**src/ffp_pkg.sv**
```systemverilog
// shared types, codes and sizes for the frame file placement block
`default_nettype none

package ffp_pkg;

    localparam int FRAME_NUMBER_WIDTH = 32;
    localparam int FN_BITS            = (FRAME_NUMBER_WIDTH < 32) ? FRAME_NUMBER_WIDTH : 32;
    localparam logic [31:0] FN_MASK   = 32'((64'd1 << FN_BITS) - 64'd1);

    localparam int IDX_W   = 33;
    localparam int RANK_W  = 8;
    localparam int COUNT_W = 9;
    localparam int FPB_W   = 16;
    localparam int BPF_W   = 16;
    localparam int CFG_W   = 16;
    localparam int ADD_W   = 34;

    localparam int DIV_STEPS = IDX_W;
    localparam int MUL_STEPS = FPB_W;
    localparam int CNT_W     = $clog2(DIV_STEPS);
    localparam logic [CNT_W-1:0] DIV_LAST = CNT_W'(DIV_STEPS - 1);
    localparam logic [CNT_W-1:0] MUL_LAST = CNT_W'(MUL_STEPS - 1);

    localparam logic [1:0] CFG_WRITER_RANK      = 2'd0;
    localparam logic [1:0] CFG_WRITER_COUNT     = 2'd1;
    localparam logic [1:0] CFG_FRAMES_PER_BLOCK = 2'd2;
    localparam logic [1:0] CFG_BLOCKS_PER_FILE  = 2'd3;

    localparam logic [2:0] ST_CURRENT  = 3'd0;
    localparam logic [2:0] ST_PREVIOUS = 3'd1;
    localparam logic [2:0] ST_NEW      = 3'd2;
    localparam logic [2:0] ST_NEGATIVE = 3'd3;
    localparam logic [2:0] ST_RANK     = 3'd4;
    localparam logic [2:0] ST_NO_FILE  = 3'd5;

    typedef struct packed {
        logic        [31:0] frame_number;
        logic signed [31:0] offset_adjust;
    } t_in_beat;

    typedef struct packed {
        logic [2:0]       status;
        logic [IDX_W-1:0] adjusted_offset;
        logic [IDX_W-1:0] target_file;
        logic [IDX_W-1:0] offset_in_file;
        logic [31:0]      missing_files;
    } t_out_beat;

endpackage

`default_nettype wire

```
**src/frame_file_placement_unit.sv**
```systemverilog
// frame file placement: sequencer around one shared serial divide/multiply adder
//
// input channel: i_in_valid / o_in_stall with a frame number and a signed offset
// adjustment; a beat is taken when valid is high and stall is low. o_in_stall
// stays high from the cycle after a taken beat until its result is in the output
// register, so one frame is in work at a time.
// output channel: o_out_valid / i_out_stall with one result beat per input beat;
// the result register holds its beat while the receiver stalls, and a new input
// beat is taken meanwhile; the sequencer waits only if a second result is ready
// before the first is taken.
// a negative offset ends after the offset add, a wrong rank after the second division,
// zero blocks per file after two divisions and one multiply; the longest path, when a
// new file opens, is four 33-step restoring divisions and three 16-step shift-add
// multiplies, all on one 34-bit adder.
// configuration: plain write port, taken at each write-enable cycle; the user is to
// write it only while idle, which the block itself does not enforce; writing the
// writer rank restarts the file series.
// reset (synchronous, active low): registers return to rank 0, one writer, one
// frame per block, one unbounded file, no previous file; input stalls during reset.
`default_nettype none

module frame_file_placement_unit (
    input  wire                      i_clk,
    input  wire                      i_rst_n,
    input  wire                      i_in_valid,
    output logic                     o_in_stall,
    input  wire  ffp_pkg::t_in_beat  i_in_data,
    output logic                     o_out_valid,
    input  wire                      i_out_stall,
    output ffp_pkg::t_out_beat       o_out_data,
    input  wire                      i_cfg_wr_en,
    input  wire  [1:0]               i_cfg_index,
    input  wire  [ffp_pkg::CFG_W-1:0] i_cfg_data
);
    import ffp_pkg::*;

    typedef enum logic [13:0] {
        S_IDLE  = 14'b00000000000001,
        S_ADJ   = 14'b00000000000010,
        S_DIV1  = 14'b00000000000100,
        S_DIV2  = 14'b00000000001000,
        S_DIV3  = 14'b00000000010000,
        S_MOFF  = 14'b00000000100000,
        S_AOFF  = 14'b00000001000000,
        S_MFI   = 14'b00000010000000,
        S_AFI   = 14'b00000100000000,
        S_CMP   = 14'b00001000000000,
        S_DIV4  = 14'b00010000000000,
        S_MPREV = 14'b00100000000000,
        S_APREV = 14'b01000000000000,
        S_DONE  = 14'b10000000000000
    } t_state;

    t_state r_state, n_state;
    logic [CNT_W-1:0]   r_cnt, n_cnt;
    logic [IDX_W-1:0]   r_quo, n_quo;
    logic [FPB_W:0]     r_rem, n_rem;
    logic [IDX_W-1:0]   r_acc, n_acc;
    logic [FPB_W-1:0]   r_dvsr, n_dvsr;
    logic [31:0]        r_fn, n_fn;
    logic [31:0]        r_raw, n_raw;
    logic [IDX_W-1:0]   r_adj, n_adj;
    logic [FPB_W-1:0]   r_r1, n_r1;
    logic [IDX_W-1:0]   r_q, n_q;
    logic [IDX_W-1:0]   r_fi, n_fi;
    logic [IDX_W-1:0]   r_off, n_off;
    t_out_beat          r_res, n_res;
    t_out_beat          r_out, n_out;
    logic               r_out_valid, n_out_valid;
    logic [RANK_W-1:0]  r_rank, n_rank;
    logic [COUNT_W-1:0] r_wc, n_wc;
    logic [FPB_W-1:0]   r_fpb, n_fpb;
    logic [BPF_W-1:0]   r_bpf, n_bpf;
    logic [IDX_W-1:0]   r_cur, n_cur;
    logic [IDX_W-1:0]   r_prev, n_prev;
    logic               r_prev_present, n_prev_present;

    logic [ADD_W-1:0]   w_x, w_y;
    logic               w_cin;
    logic [ADD_W:0]     w_sum;
    logic [FPB_W:0]     w_rem_sh;
    logic               w_no_borrow;
    logic [IDX_W-1:0]   w_div_quo;
    logic [FPB_W:0]     w_div_rem;
    logic [IDX_W-1:0]   w_mul_acc;
    logic [FPB_W-1:0]   w_fpb_eff;
    logic [COUNT_W-1:0] w_wc_eff;
    logic               w_in_take;
    logic               w_out_take;

    assign w_fpb_eff  = (r_fpb == '0) ? FPB_W'(1) : r_fpb;
    assign w_wc_eff   = (r_wc == '0) ? COUNT_W'(1) : r_wc;
    assign o_in_stall = (r_state != S_IDLE) || !i_rst_n;
    assign w_in_take  = i_in_valid && !o_in_stall;
    assign w_out_take = r_out_valid && !i_out_stall;
    assign o_out_valid = r_out_valid;
    assign o_out_data  = r_out;

    // shared adder operand select
    assign w_rem_sh = {r_rem[FPB_W-1:0], r_quo[IDX_W-1]};

    always_comb begin
        w_x   = '0;
        w_y   = '0;
        w_cin = 1'b0;
        unique case (r_state)
            S_ADJ: begin
                w_x = {2'b00, r_fn};
                w_y = {{2{r_raw[31]}}, r_raw};
            end
            S_DIV1, S_DIV2, S_DIV3, S_DIV4: begin
                w_x   = {{(ADD_W-FPB_W-1){1'b0}}, w_rem_sh};
                w_y   = ~{{(ADD_W-FPB_W){1'b0}}, r_dvsr};
                w_cin = 1'b1;
            end
            S_MOFF, S_MFI, S_MPREV: begin
                w_x = {1'b0, r_acc};
                w_y = {1'b0, r_quo};
            end
            S_AOFF: begin
                w_x = {1'b0, r_acc};
                w_y = {{(ADD_W-FPB_W){1'b0}}, r_r1};
            end
            S_AFI: begin
                w_x = {1'b0, r_acc};
                w_y = {{(ADD_W-RANK_W){1'b0}}, r_rank};
            end
            S_CMP: begin
                w_x = {1'b0, r_fi};
                w_y = ~{1'b0, r_cur};
            end
            S_APREV: begin
                w_x = {1'b0, r_cur};
                w_y = {1'b0, r_acc};
            end
            S_IDLE, S_DONE: begin
                w_x = '0;
            end
            default: begin
                w_x = '0;
            end
        endcase
    end

    assign w_sum       = {1'b0, w_x} + {1'b0, w_y} + {{ADD_W{1'b0}}, w_cin};
    assign w_no_borrow = w_sum[ADD_W];
    assign w_div_quo   = {r_quo[IDX_W-2:0], w_no_borrow};
    assign w_div_rem   = w_no_borrow ? w_sum[FPB_W:0] : w_rem_sh;
    assign w_mul_acc   = r_rem[0] ? w_sum[IDX_W-1:0] : r_acc;

    always_comb begin
        n_state        = r_state;
        n_cnt          = r_cnt;
        n_quo          = r_quo;
        n_rem          = r_rem;
        n_acc          = r_acc;
        n_dvsr         = r_dvsr;
        n_fn           = r_fn;
        n_raw          = r_raw;
        n_adj          = r_adj;
        n_r1           = r_r1;
        n_q            = r_q;
        n_fi           = r_fi;
        n_off          = r_off;
        n_res          = r_res;
        n_out          = r_out;
        n_out_valid    = r_out_valid;
        n_rank         = r_rank;
        n_wc           = r_wc;
        n_fpb          = r_fpb;
        n_bpf          = r_bpf;
        n_cur          = r_cur;
        n_prev         = r_prev;
        n_prev_present = r_prev_present;

        if (w_out_take) begin
            n_out_valid = 1'b0;
        end

        unique case (r_state)
            S_IDLE: begin
                if (w_in_take) begin
                    n_fn    = i_in_data.frame_number & FN_MASK;
                    n_raw   = i_in_data.offset_adjust;
                    n_state = S_ADJ;
                end
            end
            S_ADJ: begin
                if (w_sum[ADD_W-1]) begin
                    n_res        = '0;
                    n_res.status = ST_NEGATIVE;
                    n_state      = S_DONE;
                end else begin
                    n_adj   = w_sum[IDX_W-1:0];
                    n_quo   = w_sum[IDX_W-1:0];
                    n_rem   = '0;
                    n_dvsr  = w_fpb_eff;
                    n_cnt   = DIV_LAST;
                    n_state = S_DIV1;
                end
            end
            S_DIV1, S_DIV2, S_DIV3, S_DIV4: begin
                n_quo = w_div_quo;
                n_rem = w_div_rem;
                n_cnt = r_cnt - 1'b1;
                if (r_cnt == '0) begin
                    unique case (r_state)
                        S_DIV1: begin
                            n_r1    = w_div_rem[FPB_W-1:0];
                            n_rem   = '0;
                            n_dvsr  = {{(FPB_W-COUNT_W){1'b0}}, w_wc_eff};
                            n_cnt   = DIV_LAST;
                            n_state = S_DIV2;
                        end
                        S_DIV2: begin
                            if ((w_wc_eff > COUNT_W'(1)) &&
                                (w_div_rem[COUNT_W-1:0] != {1'b0, r_rank})) begin
                                n_res                 = '0;
                                n_res.status          = ST_RANK;
                                n_res.adjusted_offset = r_adj;
                                n_state               = S_DONE;
                            end else if (r_bpf == '0) begin
                                n_acc   = '0;
                                n_rem   = {1'b0, w_fpb_eff};
                                n_cnt   = MUL_LAST;
                                n_state = S_MOFF;
                            end else begin
                                n_rem   = '0;
                                n_dvsr  = r_bpf;
                                n_cnt   = DIV_LAST;
                                n_state = S_DIV3;
                            end
                        end
                        S_DIV3: begin
                            n_q     = w_div_quo;
                            n_acc   = '0;
                            n_quo   = {{(IDX_W-FPB_W){1'b0}}, w_div_rem[FPB_W-1:0]};
                            n_rem   = {1'b0, w_fpb_eff};
                            n_cnt   = MUL_LAST;
                            n_state = S_MOFF;
                        end
                        default: begin
                            // missing file count, saturated to 32 bits
                            n_res.missing_files = w_div_quo[IDX_W-1] ? '1
                                                                     : w_div_quo[31:0];
                            n_acc   = '0;
                            n_rem   = {{(FPB_W-COUNT_W+1){1'b0}}, w_wc_eff};
                            n_cnt   = MUL_LAST;
                            n_state = S_MPREV;
                        end
                    endcase
                end
            end
            S_MOFF, S_MFI, S_MPREV: begin
                n_acc = w_mul_acc;
                n_quo = {r_quo[IDX_W-2:0], 1'b0};
                n_rem = {1'b0, r_rem[FPB_W:1]};
                n_cnt = r_cnt - 1'b1;
                if (r_cnt == '0) begin
                    unique case (r_state)
                        S_MOFF:  n_state = S_AOFF;
                        S_MFI:   n_state = S_AFI;
                        default: n_state = S_APREV;
                    endcase
                end
            end
            S_AOFF: begin
                n_off = w_sum[IDX_W-1:0];
                if (r_bpf == '0) begin
                    n_res.status          = ST_CURRENT;
                    n_res.adjusted_offset = r_adj;
                    n_res.target_file     = r_cur;
                    n_res.offset_in_file  = w_sum[IDX_W-1:0];
                    n_res.missing_files   = '0;
                    n_state               = S_DONE;
                end else begin
                    n_acc   = '0;
                    n_quo   = r_q;
                    n_rem   = {{(FPB_W-COUNT_W+1){1'b0}}, w_wc_eff};
                    n_cnt   = MUL_LAST;
                    n_state = S_MFI;
                end
            end
            S_AFI: begin
                n_fi    = w_sum[IDX_W-1:0];
                n_state = S_CMP;
            end
            S_CMP: begin
                n_res.adjusted_offset = r_adj;
                n_res.target_file     = r_fi;
                n_res.offset_in_file  = r_off;
                n_res.missing_files   = '0;
                if (r_fi == r_cur) begin
                    n_res.status = ST_CURRENT;
                    n_state      = S_DONE;
                end else if (r_prev_present && (r_fi == r_prev)) begin
                    n_res.status = ST_PREVIOUS;
                    n_state      = S_DONE;
                end else if (w_sum[ADD_W]) begin
                    n_quo   = w_sum[IDX_W-1:0];
                    n_rem   = '0;
                    n_dvsr  = {{(FPB_W-COUNT_W){1'b0}}, w_wc_eff};
                    n_cnt   = DIV_LAST;
                    n_state = S_DIV4;
                end else begin
                    n_res.status         = ST_NO_FILE;
                    n_res.target_file    = '0;
                    n_res.offset_in_file = '0;
                    n_state              = S_DONE;
                end
            end
            S_APREV: begin
                n_prev         = w_sum[IDX_W-1:0];
                n_prev_present = 1'b1;
                n_cur          = r_fi;
                n_res.status   = ST_NEW;
                n_state        = S_DONE;
            end
            S_DONE: begin
                if (!r_out_valid || !i_out_stall) begin
                    n_out       = r_res;
                    n_out_valid = 1'b1;
                    n_state     = S_IDLE;
                end
            end
            default: begin
                n_state = S_IDLE;
            end
        endcase

        if (i_cfg_wr_en) begin
            unique case (i_cfg_index)
                CFG_WRITER_RANK: begin
                    n_rank         = i_cfg_data[RANK_W-1:0];
                    n_cur          = {{(IDX_W-RANK_W){1'b0}}, i_cfg_data[RANK_W-1:0]};
                    n_prev_present = 1'b0;
                end
                CFG_WRITER_COUNT:     n_wc  = i_cfg_data[COUNT_W-1:0];
                CFG_FRAMES_PER_BLOCK: n_fpb = i_cfg_data[FPB_W-1:0];
                CFG_BLOCKS_PER_FILE:  n_bpf = i_cfg_data[BPF_W-1:0];
                default:              n_bpf = r_bpf;
            endcase
        end
    end

    always_ff @(posedge i_clk) begin
        if (!i_rst_n) begin
            r_state        <= S_IDLE;
            r_out_valid    <= 1'b0;
            r_rank         <= '0;
            r_wc           <= COUNT_W'(1);
            r_fpb          <= FPB_W'(1);
            r_bpf          <= '0;
            r_cur          <= '0;
            r_prev         <= '0;
            r_prev_present <= 1'b0;
        end else begin
            r_state        <= n_state;
            r_out_valid    <= n_out_valid;
            r_rank         <= n_rank;
            r_wc           <= n_wc;
            r_fpb          <= n_fpb;
            r_bpf          <= n_bpf;
            r_cur          <= n_cur;
            r_prev         <= n_prev;
            r_prev_present <= n_prev_present;
        end
    end

    always_ff @(posedge i_clk) begin
        r_cnt  <= n_cnt;
        r_quo  <= n_quo;
        r_rem  <= n_rem;
        r_acc  <= n_acc;
        r_dvsr <= n_dvsr;
        r_fn   <= n_fn;
        r_raw  <= n_raw;
        r_adj  <= n_adj;
        r_r1   <= n_r1;
        r_q    <= n_q;
        r_fi   <= n_fi;
        r_off  <= n_off;
        r_res  <= n_res;
        r_out  <= n_out;
    end

endmodule

`default_nettype wire

```
**config.mk**
```make
export PLATFORM = sky130hd
export DESIGN_NAME = frame_file_placement_unit
export DESIGN_NICKNAME = d
export VERILOG_FILES = /design/src/ffp_pkg.sv /design/src/frame_file_placement_unit.sv
export SDC_FILE = /design/constraint.sdc
export NUM_CORES = 1
export LEC_CHECK = 0
export ABC_AREA = 1
export ABC_CLOCK_PERIOD_IN_PS = 19970
export BUFFER_PORTS_ARGS = -buffer_cell sky130_fd_sc_hd__buf_2
export CAP_MARGIN = 20
export CORE_ASPECT_RATIO = 1.75
export CORE_MARGIN = 2
export CORE_UTILIZATION = 31
export DETAILED_ROUTE_END_ITERATION = 7
export MAX_ROUTING_LAYER = met4
export PLACE_DENSITY = 0.46
export RECOVER_POWER = 25
export SYNTH_ARGS = -nofsm -noshare
export SYNTH_HDL_FRONTEND = slang
export SYNTH_SLANG_ARGS = --single-unit
```
**constraint.sdc**
```tcl
create_clock -name i_clk -period 19.97 [get_ports i_clk]
set_input_delay 0.9985 -clock i_clk [delete_from_list [all_inputs] [get_ports i_clk]]
set_output_delay 0.9985 -clock i_clk [all_outputs]
set_load 0.01 [all_outputs]
```
Word-level counts from Yosys, hierarchy flattened --
Index checks and enable logic that the tools add are counted.
Operators by class: $add $sub $neg 3, order comparisons 1, equal/unequal tests 43, mux-type cells 88, bitwise gates (word level) 3, reduce and logical (&&, ||, !) cells 40
Operator list (number):
- 134-bit 2-to-1 mux | 4
- 131-bit case mux with 4 select lines | 1
- 33-bit 2-to-1 mux | 15
- 33-bit case mux with 5 select lines | 2
- 34-bit case mux with 7 select lines | 1
- 66-bit 2-to-1 mux | 3
- 16-bit 2-to-1 mux | 9
- 14-bit 2-to-1 mux | 10
- 17-bit 2-to-1 mux | 8
- 14-bit case mux with 9 select lines | 1
- 102-bit 2-to-1 mux | 1
- 33-bit case mux with 3 select lines | 1
- 17-bit case mux with 5 select lines | 1
- 33-bit == test | 2
- 33-bit case mux with 2 select lines | 1
- 32-bit case mux with 2 select lines | 1
- 6-bit 2-to-1 mux | 9
- 17-bit case mux with 3 select lines | 1
- 16-bit case mux with 3 select lines | 1
- 14-bit case mux with 3 select lines | 1
- 34-bit by 34-bit adder with 35-bit output | 1
- 35-bit by 1-bit adder with 35-bit output | 1
- 16-bit inverter with 34-bit output | 1
- 33-bit inverter with 34-bit output | 1
- 53 further kinds | 101
Word-level totals: register bits after elaboration 716, word-level logic and storage cells 209

Logic depth before layout (Yosys ltp) --
Gate-level depths: netlist of run 1.
depth in word-level cells 12, gate-level depth with buffers 39

Worst setup path before layout of run 1 --
No wires, ideal clock.
path kind register to register, start point register r_state[2], end point register r_res[100] (netlist name) (enable), library setup time 0.557 ns, arrival time 11.380 ns, path slack 8.033 ns, stages on the path, launching flop included 33, buffers on the path 1, cell sequence dfxtp_1 nor2_1 nand2_1 nor2_2 inv_1 nor3_1 clkinv_1 nand2_1 nor2_1 o21ai_0 a21oi_1 fa_1 fa_1 inv_1 nand3_1 nand3_1 nand2_1 nand3_1 nand3_4 nand2_4 buf_6 nand2_1 nand2_2 nand2_1 nand2_1 inv_1 nand2_1 nor2_1 nand3_1 nand2_2 a21oi_1 nand3_1 nor2_1
Between the ends: word-level cells in the longest chain between the ends 10, elaborated cells between the ends (all ways) 30
RTL lines:
- from (decl) | RTL line frame_file_placement_unit.sv:54 | t_state r_state, n_state;
- from (signal assigned) | RTL line frame_file_placement_unit.sv:358 | r_state <= n_state;
- 14-bit by 3-bit == test with 1-bit output (tied with other cells) | RTL line frame_file_placement_unit.sv:106, frame_file_placement_unit.sv:180
- 4-bit OR reduction (tied with other cells) | RTL line frame_file_placement_unit.sv:106, frame_file_placement_unit.sv:180
- 34-bit case mux with 7 select lines / 33-bit case mux with 5 select lines (equally long branches) | RTL line frame_file_placement_unit.sv:106 | unique case (r_state)
- 34-bit by 34-bit adder with 35-bit output | RTL line frame_file_placement_unit.sv:145 | assign w_sum = {1'b0, w_x} + {1'b0, w_y} + {{ADD_W{1'b0}}, w_cin};
- 35-bit by 1-bit adder with 35-bit output | RTL line frame_file_placement_unit.sv:145
- 17-bit 2-to-1 mux | RTL line frame_file_placement_unit.sv:148 | assign w_div_rem = w_no_borrow ? w_sum[FPB_W:0] : w_rem_sh;
- 9-bit by 8-bit inequality test with 1-bit output | RTL line frame_file_placement_unit.sv:217 | (w_div_rem[COUNT_W-1:0] != {1'b0, r_rank})) begin
- 1-bit logical AND | RTL line frame_file_placement_unit.sv:216 | if ((w_wc_eff > COUNT_W'(1)) &&
- 2-bit inequality test (no source line)
- 6-bit AND reduction (no source line) *
- to (signal assigned) | RTL line frame_file_placement_unit.sv:383 | r_res <= n_res;
- to (decl) | RTL line frame_file_placement_unit.sv:67 | t_out_beat r_res, n_res;
Mark *: on every way between the ends. The rest lies on a longest branch, timed or not. A chain may end at the register's enable or synchronous reset.

Final worst setup path of run 1 --
start point register r_state[4], end point register r_res[34] (netlist name) (enable)
Between the ends: word-level cells in the longest chain between the ends 10, elaborated cells between the ends (all ways) 30
RTL lines:
- 14-bit by 3-bit == test with 1-bit output (tied with other cells) | RTL line frame_file_placement_unit.sv:106
- 4-bit OR reduction (tied with other cells) | RTL line frame_file_placement_unit.sv:106
- 34-bit case mux with 7 select lines / 33-bit case mux with 5 select lines (equally long branches) | RTL line frame_file_placement_unit.sv:106
- 34-bit by 34-bit adder with 35-bit output | RTL line frame_file_placement_unit.sv:145
- 35-bit by 1-bit adder with 35-bit output * | RTL line frame_file_placement_unit.sv:145
- 17-bit 2-to-1 mux * | RTL line frame_file_placement_unit.sv:148
- named net w_div_rem[6] | RTL line frame_file_placement_unit.sv:84 | logic [FPB_W:0] w_div_rem;
- 9-bit by 8-bit inequality test with 1-bit output * | RTL line frame_file_placement_unit.sv:217
- 1-bit logical AND * | RTL line frame_file_placement_unit.sv:216
- 2-bit inequality test (no source line) *
- 6-bit AND reduction (no source line) *
Mark *: on every way through the listed nets, which the timed path passes. The rest lies on a longest branch.

==> summary.md, run 1 <==
| Metric | Value |
|---|---|
| Final Cell Area | 0.0362 mm^2 |
| Setup TNS | 0 ns |
| Vias | 22917 |
| Post-Synthesis Cells | 2871 |
| Relative slew slack | -96.5% |
| Dominant cell type by area after synthesis | edfxtp_1 |
| Max cap viols | 4 |
| Layout Nets | 3216 |
| Ys flop type | edfxtp_1 |
| VDD IR max | 0.0700 mV |
| Final Hold Slack | 0.400 ns |
| Slowest stage delay, CP | 2.02 ns |
| I/O Buffers | 222 |
| #FFs+latches synth | 716 |
| Routed Antenna Nets | 0 |
| Dpl ws | 11.56 ns |
| Synthesis warning total | 0 |
| Final Hold Fails | 0 |
| Worst-Skew Late Latency | 0.69 ns |
| CTS Root Cell | clkbuf_16 |
| Status | finished, violations left |
| Post-CTS Setup Bufs | 0 |
| GRT overflow | 0 |
| Worst EP required | 20.26 ns |
| Layout Cells excl Fill | 4473 |
| Area post-placement | 0.0339 mm^2 |
| Crit path kind | register to register |
| FILL cells | 9960 |
| Die width | 243 um |
| Power density over the cells | 93.4 mW/mm^2 |
| # setup viols final | 0 |
| DP Wirelength | 87300 um |
| Most frequent cells in the layout | edfxtp_1 (585), inv_1 (417), nand2_1 (408) |
| Worst Max-Slew Pin Slew | 2.95 ns |
| Int Pwr | 2.55 mW |
| Clock sink count | 716 |
| Sequential area share after synthesis | 65.0% |
| Final Cycle Share | 54.5% |
| H-tree levels | 3 |
| Initial antenna violation count | 2 |
| Category of the worst setup path capture point | register |
| Final GP Congestion | 0.972 |
| I/O pin total | 223 |
| Final setup margin | 9.09 ns |
| Pre-Repair DR Iteration Count | 6 |
| Sequential Area | 0.0202 mm^2 |
| Unique masters post-synth | 49 |
| Post_cts resized | 0 |
| Routed wire length | 118000 um |
| Initial Utilization | 31.3% |
| Shortest period the worst path allows | 10.88 ns |
| Post-Place Cells | 4338 |
| Syn Nets | 2993 |
| Net Sw Frac | 24.7% |
| Layout cells sized above 1 | 11.8% |
| Number of cell rows | 153 |
| Post-synthesis cell area | 0.0311 mm^2 |
| HP Class | register to register |
| Slowest-stage cell, CP | clkbuf_1 |
| Final core occ | 36.5% |
| Synth-to-layout area growth | 16.6% |
| Crit Path Max Fanout | 67 |
| Synth top area cells | edfxtp_1 (57%), dfxtp_1 (8.4%), inv_1 (5.0%), nand2_1 (5.0%), o21ai_0 (3.6%) |
| Maximum root-to-sink buffer count | 3 |
| Fraction of registers with async set/reset | 0% |
| Iter 0 DRT Violations | 1827 |
| Clock share of power | 42.4% |
| Clock tree from TritonCTS | built |
| Syn avg cell area | 10.8 um^2 |
| EDFF count, synth | 585 |
| Failing checks | capacitance limit, slew limit |
| Reg clk slew, reported paths | 0.07 ns |
| Area of the die | 0.103 mm^2 |
| Vias in the first global route | 23033 |
| Total CTS buffers | 70 |
| DR WL/cell | 26.3 um |
| NetSw | 835 uW |
| CP Data Arrival Time | 11.17 ns |
| Commonest non-fill, non-tap cell in the layout | edfxtp_1 |
| Slew Viols, Final | 150 |
| Pwr Total | 3.38 mW |
| DRC | 0 |
| CTS Hold Buffers Added | 0 |
| FMAX | 0.0919 GHz |
| Core area | 0.0994 mm^2 |
| Sequential Power Share | 50.7% |
| Synth top area share | 56.5% |
| Vias/cell | 5.12 |
| Die Y | 423 um |
| GRT Util Overall | 23.3% |
| Lkg Pwr | 13.7 nW |
| Pin count of the biggest net entering global routing | 68 |
| Worst Clk Skew | 0.0442 ns |
| Area of the multi-input gates | 0.00889 mm^2 |
| Gate power share | 6.9% |
| Startpoint Class | register |
| Most common cell on crit path | nand2_1 |
| Global-route wire length before repair | 167000 um |
| RSZ-0062 raised after global routing | false |
[logic make-up (layout without fill, tap and decap cells)]
family / Yosys count / in the layout / synth area share [%]
AND/OR/NAND/NOR: 755 / 755 / 10.6
adder cells (fa/ha/maj): 35 / 35 / 1.46
other: 0 / 4 / 0
AO/OA/AOI/OAI: 745 / 745 / 14.4
flip-flops: 716 / 716 / 65.0
buffers and inverters: 555 / 836 / 6.76
XOR/XNOR: 65 / 65 / 1.83
[per-layer routing]
layer  up-vias  track usage (%)  part of all wire, %
met5         -                -                    0
met4         0             12.4                  5.8
met3       233             3.14                  5.0
met2       859             40.9                   52
met1     11238             25.6                   38
li1      10587                -                    -
[state kept, by name, indices dropped and copies added (netlist names), 9 cells and up]
| register | cells |
|---|---|
| r_raw | 32 |
| r_bpf | 16 |
| r_wc | 9 |
| r_q | 33 |
| r_r1 | 16 |
| r_prev | 33 |
| r_res | 134 |
| r_quo | 33 |
| r_rem | 17 |
| r_off | 33 |
| r_state | 14 |
| r_fi | 33 |
| r_fn | 32 |
| r_fpb | 16 |
| o_out_data | 134 |
| r_adj | 33 |
| r_acc | 33 |
| r_cur | 33 |
| r_dvsr | 16 |
[final cells by class]
type / count / share of cell area, %
well taps: 1317 / 4.55
multi-input cells: 1600 / 24.5
clock buffers: 87 / 5.24
repair buffers: 277 / 3.95
flip-flops and latches: 716 / 55.7
diodes: 4 / 0.0276
inverters: 429 / 4.45
clock inverters: 43 / 1.52
[worst paths after layout]
| kind | startpoint | to | slack (ns) | cells past startpoint |
|---|---|---|---|---|
| max | r_state[4]$_SDFFE_PN0P_ | r_res[34]$_DFFE_PP_ | 9.09 | 34 |
| min | r_res[20]$_DFFE_PP_ | o_out_data[20]$_DFFE_PP_ | 0.40 | 0 |
| max reg2reg | r_state[4]$_SDFFE_PN0P_ | r_res[34]$_DFFE_PP_ | 9.09 | 34 |
| min reg2reg | r_res[20]$_DFFE_PP_ | o_out_data[20]$_DFFE_PP_ | 0.40 | 0 |
[cells in the mapped netlist (4+ instances only)]
master	instances
a211oi_1	40
a21oi_1	204
a221oi_1	28
a22oi_1	23
a31oi_1	6
buf_1	9
clkbuf_1	113
clkinv_1	8
dfxtp_1	131
edfxtp_1	585
ha_1	33
inv_1	417
inv_2	4
nand2_1	412
nand2_2	15
nand2_4	6
nand3_1	67
nand3b_1	6
nand4_1	17
nor2_1	162
nor3_1	33
nor4_1	23
o2111ai_1	6
o211ai_1	43
o21ai_0	224
o221ai_1	35
o22ai_1	116
o311ai_0	6
xnor2_1	20
xor2_1	45
[critical path, delay by kind of cell (launching register included)]
kind | cells | cell delay (ns)
buffers and inverters | 8 | 5.74
adders and majority gates | 1 | 0.45
DFF | 1 | 0.39
AOI/OAI and AO/OA | 4 | 0.69
and+or+nand+nor | 21 | 2.91
[power groups by stage]
stage                     Clock, mW  Sequential [mW]  Combinational, mW
after floorplan                   0             1.73              0.117
after global placement            0             1.75              0.234
after detailed placement          0             1.75              0.235
after CTS                      1.47             1.71              0.236
after global routing           1.52             1.72              0.251
final                          1.43             1.71              0.235
Power figures use the tool's default switching activity.
==> run 2, diff against run 1 <==
--- a/config.mk
+++ b/config.mk
@@ -5,8 +5,8 @@
 export SDC_FILE = /design/constraint.sdc
 export NUM_CORES = 1
 export LEC_CHECK = 0
-export ABC_AREA = 1
-export ABC_CLOCK_PERIOD_IN_PS = 19970
+export ABC_AREA = 0
+export ABC_CLOCK_PERIOD_IN_PS = 9480
 export BUFFER_PORTS_ARGS = -buffer_cell sky130_fd_sc_hd__buf_2
 export CAP_MARGIN = 20
 export CORE_ASPECT_RATIO = 1.75
@@ -14,7 +14,7 @@
 export CORE_UTILIZATION = 31
 export DETAILED_ROUTE_END_ITERATION = 7
 export MAX_ROUTING_LAYER = met4
-export PLACE_DENSITY = 0.46
+export PLACE_DENSITY = 0.47
 export RECOVER_POWER = 25
 export SYNTH_ARGS = -nofsm -noshare
 export SYNTH_HDL_FRONTEND = slang
==> constraint.sdc (replaced) <==
create_clock -name i_clk -period 9.48 [get_ports i_clk]
set_input_delay 0.474 -clock i_clk [delete_from_list [all_inputs] [get_ports i_clk]]
set_output_delay 0.474 -clock i_clk [all_outputs]
set_load 0.01 [all_outputs]
==> run 2 against run 1 <==
  * The run still ends with capacitance limit, slew limit left
  * Clock skew shrank 0.0051 ns
  * First-iteration DRC count grew 6.0%
  * Cell count shrank 7.9%
  * Routed wire length grew 1.9%
  * Setup slack lost 7.7 ns
==> summary.md, run 2 <==
| Metric | Value |
|---|---|
| Status | finished, violations left (unchanged) |
| Failing checks | capacitance limit, slew limit (unchanged) |
| Worst EP required | 9.86 ns (was 20.26 ns) |
| Max cap viols | 2 (was 4) |
| FMAX | 0.123 GHz (was 0.0919 GHz) |
| CP startpoint | r_state[8]$_SDFFE_PN0P_ (was r_state[4]$_SDFFE_PN0P_) |
| Commonest non-fill, non-tap cell in the layout | edfxtp_1 (unchanged) |
| H-tree levels | 3 (unchanged) |
| Most frequent cells in the layout | edfxtp_1 (585), nand2_1 (392), nor2_1 (144) (was edfxtp_1 (585), inv_1 (417), nand2_1 (408)) |
| GRT Util Overall | 24.4% (was 23.3%) |
| Area of the die | 0.101 mm^2 (was 0.103 mm^2) |
| #FFs+latches synth | 716 (unchanged) |
| Synth top area share | 57.4% (was 56.5%) |
| Slew Viols, Final | 119 (was 150) |
| Reg clk slew, reported paths | 0.06 ns (was 0.07 ns) |
| Synth top cells by count | edfxtp_1 (585), nand2_1 (392), nor2_1 (148) (was edfxtp_1 (585), inv_1 (417), nand2_1 (412)) |
| VDD IR max | 0.126 mV (was 0.0700 mV) |
| Crit path kind | register to register (unchanged) |
| Final Hold Slack | 0.0530 ns (was 0.400 ns) |
| Lkg Pwr | 12.7 nW (was 13.7 nW) |
| Worst R2R Start | r_state[8]$_SDFFE_PN0P_ (was r_state[4]$_SDFFE_PN0P_) |
| Reg2reg path depth | 22 (was 34) |
| Fraction of registers with async set/reset | 0% (unchanged) |
| Ys flop type | edfxtp_1 (unchanged) |
| Layout cells sized above 1 | 13.2% (was 11.8%) |
| Vias/cell | 5.29 (was 5.12) |
| Unique masters post-synth | 85 (was 49) |
| Min-delay src | i_cfg_data[10] (was r_res[20]$_DFFE_PP_) |
| Net Sw Frac | 22.1% (was 24.7%) |
| Int Pwr | 5.10 mW (was 2.55 mW) |
| CTS Root Cell | clkbuf_16 (unchanged) |
| Pre-Repair DR Iteration Count | 6 (unchanged) |
| Core area | 0.0979 mm^2 (was 0.0994 mm^2) |
| Routed wire length | 120000 um (was 118000 um) |
| Routed Antenna Nets | 0 (unchanged) |
| Iter 0 DRT Violations | 1936 (was 1827) |
| Final Cycle Share | 85.7% (was 54.5%) |
| Startpoint Class | register (unchanged) |
| I/O Buffers | 222 (unchanged) |
| Worst reg2reg endpoint | r_dvsr[6]$_DFFE_PP_ (was r_res[34]$_DFFE_PP_) |
| Layout Nets | 2874 (was 3216) |
| DP Wirelength | 88600 um (was 87300 um) |
| Syn Nets | 2576 (was 2993) |
| HP Class | input pin to register (was register to register) |
| Synth top area cells | edfxtp_1 (57%), dfxtp_1 (8.6%), nand2_1 (4.8%), xnor2_1 (1.9%), nor2_1 (1.8%) (was edfxtp_1 (57%), dfxtp_1 (8.4%), inv_1 (5.0%), nand2_1 (5.0%), o21ai_0 (3.6%)) |
| Worst-Skew Late Latency | 0.69 ns (about the same) |
| Die Y | 419 um (was 423 um) |
| DRC | 0 (unchanged) |
| Sequential area share after synthesis | 66.0% (was 65.0%) |
| Final core occ | 37.3% (was 36.5%) |
| Reg2Reg Setup Slack | 1.36 ns (was 9.09 ns) |
| Total CTS buffers | 74 (was 70) |
| NetSw | 1.45 mW (was 835 uW) |
| Die width | 241 um (was 243 um) |
| Crit Path Max Fanout | 33 (was 67) |
| Final Hold Fails | 0 (unchanged) |
| Clock share of power | 44.9% (was 42.4%) |
| Global-route wire length before repair | 167000 um (about the same) |
| Sequential Power Share | 52.5% (was 50.7%) |
| Synth-to-layout area growth | 19.3% (was 16.6%) |
| DR WL/cell | 29.1 um (was 26.3 um) |
| Maximum root-to-sink buffer count | 3 (unchanged) |
| Setup TNS | 0 ns (unchanged) |
| Vias in the first global route | 22383 (was 23033) |
| Final Cell Area | 0.0365 mm^2 (was 0.0362 mm^2) |
| Worst Hold Path Cells | 3 (was 0) |
| Relative slew slack | -145% (was -96.5%) |
| Clock tree from TritonCTS | built (unchanged) |
| CP Data Arrival Time | 8.50 ns (was 11.17 ns) |
| Most common cell in the synthesized netlist | edfxtp_1 (unchanged) |
| Shortest period the worst path allows | 8.12 ns (was 10.88 ns) |
| Syn avg cell area | 12.5 um^2 (was 10.8 um^2) |
| Post-synthesis cell area | 0.0306 mm^2 (was 0.0311 mm^2) |
| Gate power share | 2.6% (was 6.9%) |
| Synthesis warning total | 0 (unchanged) |
| Power density over the cells | 179 mW/mm^2 (was 93.4 mW/mm^2) |
| Worst Clk Skew | 0.0391 ns (was 0.0442 ns) |
| EDFF count, synth | 585 (unchanged) |
| Final GP Congestion | 0.945 (was 0.972) |
| Number of cell rows | 152 (was 153) |
| Initial Utilization | 31.2% (was 31.3%) |
| GRT overflow | 0 (unchanged) |
| Post-Synthesis Cells | 2454 (was 2871) |
| RSZ-0062 raised after global routing | false (unchanged) |
| Dominant cell type by area after synthesis | edfxtp_1 (unchanged) |
| Vias | 21809 (was 22917) |
| Clock sink count | 716 (unchanged) |
| Worst Max-Slew Pin Slew | 3.67 ns (was 2.95 ns) |
| Initial antenna violation count | 1 (was 2) |
| Pwr Total | 6.54 mW (was 3.38 mW) |
| Pin count of the biggest net entering global routing | 115 (was 68) |
| Category of the worst setup path capture point | register (unchanged) |
| Hold Path End | r_bpf[10]$_SDFFE_PN0P_ (was o_out_data[20]$_DFFE_PP_) |
| Post_cts resized | 0 (unchanged) |
| Area post-placement | 0.0336 mm^2 (was 0.0339 mm^2) |
| I/O pin total | 223 (unchanged) |
| # setup viols final | 0 (unchanged) |
[run 2: changes by cell type after synthesis, sizes merged, moves of 36 or more]
cell	previous run	this run
nor2b	0	59
o211ai	43	6
a22oi	23	59
nand2	433	392
a21oi	204	94
inv	421	47
xnor2	20	65
a21boi	2	55
a222oi	0	38
o22ai	116	2
a22o	0	61
o21ai	225	96
[run 2: cell families after synthesis]
| logic type | Yosys count | synth area share [%] |
|---|---|---|
| and+or+nand+nor | 811 | 12.4 |
| DFF | 716 | 66.0 |
| buffers and inverters | 187 | 2.33 |
| muxes | 24 | 0.802 |
| adders and majority gates | 35 | 1.48 |
| AOI/OAI and AO/OA | 569 | 13.7 |
| xor gates and xnor gates | 112 | 3.28 |
[run 2: cell type report]
cell class	count	area (um^2)
antenna	1	2.50
clock buffer	97	2010
clock inverter	37	382
fill	9631	61500
inverter	48	183
multi-input combinational	1551	9860
sequential	716	20200
tap	1309	1640
timing repair buffer	361	2220
[run 2: through the flow]
stage | cells | worst slack, ns
2_1_floorplan | 2454 | 0.706
3_3_place_gp | 3917 | 1.29
3_5_place_dp | 3921 | 1.47
4_1_cts | 4118 | 1.43
5_1_grt | 4119 | 1.06
6_report | 4120 | 1.36
[run 2: power groups by stage]
stage / Clock, mW / Combinational (mW) / Sequential (mW)
floorplan: 0 / 0.0722 / 3.48
global placement: 0 / 0.148 / 3.50
detailed placement: 0 / 0.150 / 3.50
CTS: 3.02 / 0.171 / 3.43
global route: 3.13 / 0.181 / 3.43
finish: 2.94 / 0.169 / 3.43
[run 2: what timing repair did]
item	in CTS	in global routing
buffers inserted	0	0
hold endpoints to repair	63	0
hold buffers	63	0
[run 2: worst max path at each step]
| stage | end | slack (ns) | depth (start not counted) |
|---|---|---|---|
| global route | r_dvsr[6]$_DFFE_PP_ | 1.06 | 22 |
| global placement | r_dvsr[11]$_DFFE_PP_ | 1.29 | 21 |
| floorplan | r_res[100]$_DFFE_PP_ | 0.71 | 22 |
| CTS | r_dvsr[6]$_DFFE_PP_ | 1.43 | 22 |
| finish | r_dvsr[6]$_DFFE_PP_ | 1.36 | 22 |
| detailed placement | r_dvsr[14]$_DFFE_PP_ | 1.47 | 22 |
[run 2: routing by layer]
| metal | track usage [%] | share of wire [%] | vias up |
|---|---|---|---|
| met5 | - | 0 | - |
| met4 | 17.8 | 8.4 | 0 |
| met3 | 2.90 | 4.0 | 299 |
| met2 | 43.5 | 53 | 795 |
| met1 | 24.3 | 35 | 10927 |
| li1 | - | - | 9788 |
[run 2: worst max-delay path, cell delays in order, from the launching register on]
cell	delay (ns)
dfxtp_1	0.37
nor4_4	0.48
nand4_1	0.20
or4b_2	0.67
buf_4	0.28
inv_4	0.17
or3_1	0.15
buf_4	0.43
a221o_1	0.27
inv_1	0.06
fa_1	0.40
nand2b_1	0.18
a21oi_1	0.57
nor4b_1	0.17
o21ai_0	0.60
a22o_1	0.61
nor3_1	0.18
nor4_4	0.42
nand4_4	0.22
a211oi_2	0.31
o32ai_1	0.14
nor2_1	0.64
buf_6	0.24
==> run 3, diff against run 2 <==
--- a/config.mk
+++ b/config.mk
@@ -11,10 +11,10 @@
 export CAP_MARGIN = 20
 export CORE_ASPECT_RATIO = 1.75
 export CORE_MARGIN = 2
-export CORE_UTILIZATION = 31
+export CORE_UTILIZATION = 54
 export DETAILED_ROUTE_END_ITERATION = 7
 export MAX_ROUTING_LAYER = met4
-export PLACE_DENSITY = 0.47
+export PLACE_DENSITY = 0.75
 export RECOVER_POWER = 25
 export SYNTH_ARGS = -nofsm -noshare
 export SYNTH_HDL_FRONTEND = slang
==> run 3 against run 2 <==
  * The flow still finishes with violations (capacitance limit, slew limit)
  * Critical path depth shrank 2
  * Via count grew 2.6%
  * Design area fell by 2.9%
==> summary.md, run 3 (synthesis gave the netlist of run 2 again) <==
| Metric | Value |
|---|---|
| Commonest non-fill, non-tap cell in the layout | edfxtp_1 (unchanged) |
| H-tree levels | 2 (was 3) |
| Sequential Area | 0.0202 mm^2 (unchanged) |
| Pin count of the biggest net entering global routing | 94 (was 115) |
| Final Cycle Share | 85.3% (was 85.7%) |
| Relative slew slack | -187% (was -145%) |
| Crit Path Max Fanout | 46 (was 33) |
| Initial antenna violation count | 8 (was 1) |
| HP Class | input pin to register (unchanged) |
| RSZ-0062 raised after global routing | false (unchanged) |
| Crit path to | r_acc[27]$_SDFFCE_PP0P_ (was r_dvsr[6]$_DFFE_PP_) |
| DRC | 0 (unchanged) |
| Die width | 184 um (was 241 um) |
| Dpl ws | 1.50 ns (was 1.47 ns) |
| VDD IR max | 0.168 mV (was 0.126 mV) |
| Routed wire length | 108000 um (was 120000 um) |
| Vias | 22383 (was 21809) |
| Worst reg2reg endpoint | r_acc[27]$_SDFFCE_PP0P_ (was r_dvsr[6]$_DFFE_PP_) |
| Clock tree from TritonCTS | built (unchanged) |
| Final setup margin | 1.39 ns (was 1.36 ns) |
| Worst Clk Skew | 0.0428 ns (was 0.0391 ns) |
| Final Hold Fails | 0 (unchanged) |
| Vias in the first global route | 22240 (was 22383) |
| Setup TNS | 0 ns (unchanged) |
| CP startpoint | r_state[8]$_SDFFE_PN0P_ (unchanged) |
| Category of the worst setup path capture point | register (unchanged) |
| Post_cts resized | 0 (unchanged) |
| Worst Max-Slew Pin Slew | 4.30 ns (was 3.67 ns) |
| Crit path kind | register to register (unchanged) |
| Most frequent cells in the layout | edfxtp_1 (585), nand2_1 (392), nor2_1 (144) (unchanged) |
| I/O Buffers | 222 (unchanged) |
| Max cap viols | 3 (was 2) |
| Synth-to-layout area growth | 15.9% (was 19.3%) |
| Global-route wire length before repair | 153000 um (was 167000 um) |
| Failing checks | capacitance limit, slew limit (unchanged) |
| Worst-Skew Late Latency | 0.67 ns (was 0.69 ns) |
| Layout cells sized above 1 | 13.0% (was 13.2%) |
| Post-CTS Setup Bufs | 0 (unchanged) |
| GRT overflow | 0 (unchanged) |
| Clock sink count | 716 (unchanged) |
| Lkg Pwr | 12.6 nW (was 12.7 nW) |
| GRT Util Overall | 38.2% (was 24.4%) |
| I/O pin total | 223 (unchanged) |
| Core area | 0.0561 mm^2 (was 0.0979 mm^2) |
| Shortest period the worst path allows | 8.09 ns (was 8.12 ns) |
| FMAX | 0.124 GHz (was 0.123 GHz) |
| Status | finished, violations left (unchanged) |
| Reg2reg path depth | 20 (was 22) |
| Initial Utilization | 54.5% (was 31.2%) |
| CTS Root Cell | clkbuf_16 (unchanged) |
| CP Data Arrival Time | 8.39 ns (was 8.50 ns) |
| Layout Cells excl Fill | 3493 (was 4120) |
| DR WL/cell | 31.0 um (was 29.1 um) |
| Vias/cell | 6.41 (was 5.29) |
| Die Y | 319 um (was 419 um) |
| Worst R2R Start | r_state[8]$_SDFFE_PN0P_ (unchanged) |
| Iter 0 DRT Violations | 2459 (was 1936) |
| Final GP Congestion | 1.03 (was 0.945) |
| Slew Viols, Final | 172 (was 119) |
| Reg clk slew, reported paths | 0.07 ns (was 0.06 ns) |
| Total CTS buffers | 60 (was 74) |
| Power density over the cells | 176 mW/mm^2 (was 179 mW/mm^2) |
| Layout Nets | 2853 (was 2874) |
| FILL cells | 4320 (was 9631) |
| Maximum root-to-sink buffer count | 3 (unchanged) |
| Number of cell rows | 115 (was 152) |
| Post-Place Cells | 3307 (was 3921) |
| DP Wirelength | 78500 um (was 88600 um) |
| Reg2Reg Setup Slack | 1.39 ns (was 1.36 ns) |
| Routed Antenna Nets | 0 (unchanged) |
| Startpoint Class | register (unchanged) |
| Pre-Repair DR Iteration Count | 7 (was 6) |
| # setup viols final | 0 (unchanged) |
| CTS Hold Buffers Added | 64 (was 63) |
| Area of the multi-input gates | 0.00982 mm^2 (was 0.00986 mm^2) |
| Worst EP required | 9.78 ns (was 9.86 ns) |
| Area of the die | 0.0586 mm^2 (was 0.101 mm^2) |
[run 3: worst min-delay path by stage]
stage,startpoint,end,slack [ns],depth (start not counted)
4_1_cts,i_cfg_data[15],r_fpb[15]$_SDFFE_PN0P_,0.04,3
6_report,i_cfg_data[11],r_fpb[11]$_SDFFE_PN0P_,0.08,3
2_1_floorplan,r_res[0]$_DFFE_PP_,o_out_data[0]$_DFFE_PP_,0.40,0
5_1_grt,i_cfg_data[9],r_bpf[9]$_SDFFE_PN0P_,0.08,3
3_5_place_dp,r_res[110]$_DFFE_PP_,o_out_data[110]$_DFFE_PP_,0.40,0
3_3_place_gp,r_res[48]$_DFFE_PP_,o_out_data[48]$_DFFE_PP_,0.40,0
[run 3: layout make-up]
type	instances	share of cell area [%]
sequential	716	57.0
multi-input combinational	1551	27.7
timing repair buffer	354	6.29
clock buffer	79	4.76
tap	702	2.48
clock inverter	35	1.23
inverter	48	0.515
antenna	8	0.0565
[run 3: metal layers]
metal  part of all wire, %  global-route usage [%]
met1                    32                    38.4
met5                     0                       -
met2                    51                    65.4
met3                   6.6                    5.16
met4                    10                    31.8
[run 3: worst max-delay path, cell delays in order (launching register included)]
cell and delay (ns):
dfxtp_1 0.36, nor4_4 0.49, nand4_1 0.21, or4b_2 0.64
buf_4 0.30, inv_4 0.54, or3_1 0.24, a21oi_1 0.10
fa_1 0.45, fa_1 0.48, xor2_1 0.32, inv_1 0.49
nor2_1 0.19, a2111oi_0 0.85, a41oi_1 0.34, nor4_4 0.43
nand4_4 0.27, a21oi_1 0.27, a21oi_1 0.11, nor3_2 0.16
buf_4 0.42
[run 3: power breakdown]
group | total, mW | internal (mW) | switching [mW]
clock | 2.65 | 1.46 | 1.19
sequential | 3.43 | 3.40 | 0.0294
combinational | 0.170 | 0.0650 | 0.105
[run 3: per-stage QoR]
stage	hold WS (ns)	instance area (um^2)	utilization, %	total power, mW
global route	0.0791	35400	63.2	6.39
finish	0.0754	35400	63.2	6.25
floorplan	0.400	30600	-	3.55
CTS	0.0407	35500	63.3	6.26
global placement	0.401	32700	58.4	3.63
detailed placement	0.405	32800	58.4	3.64
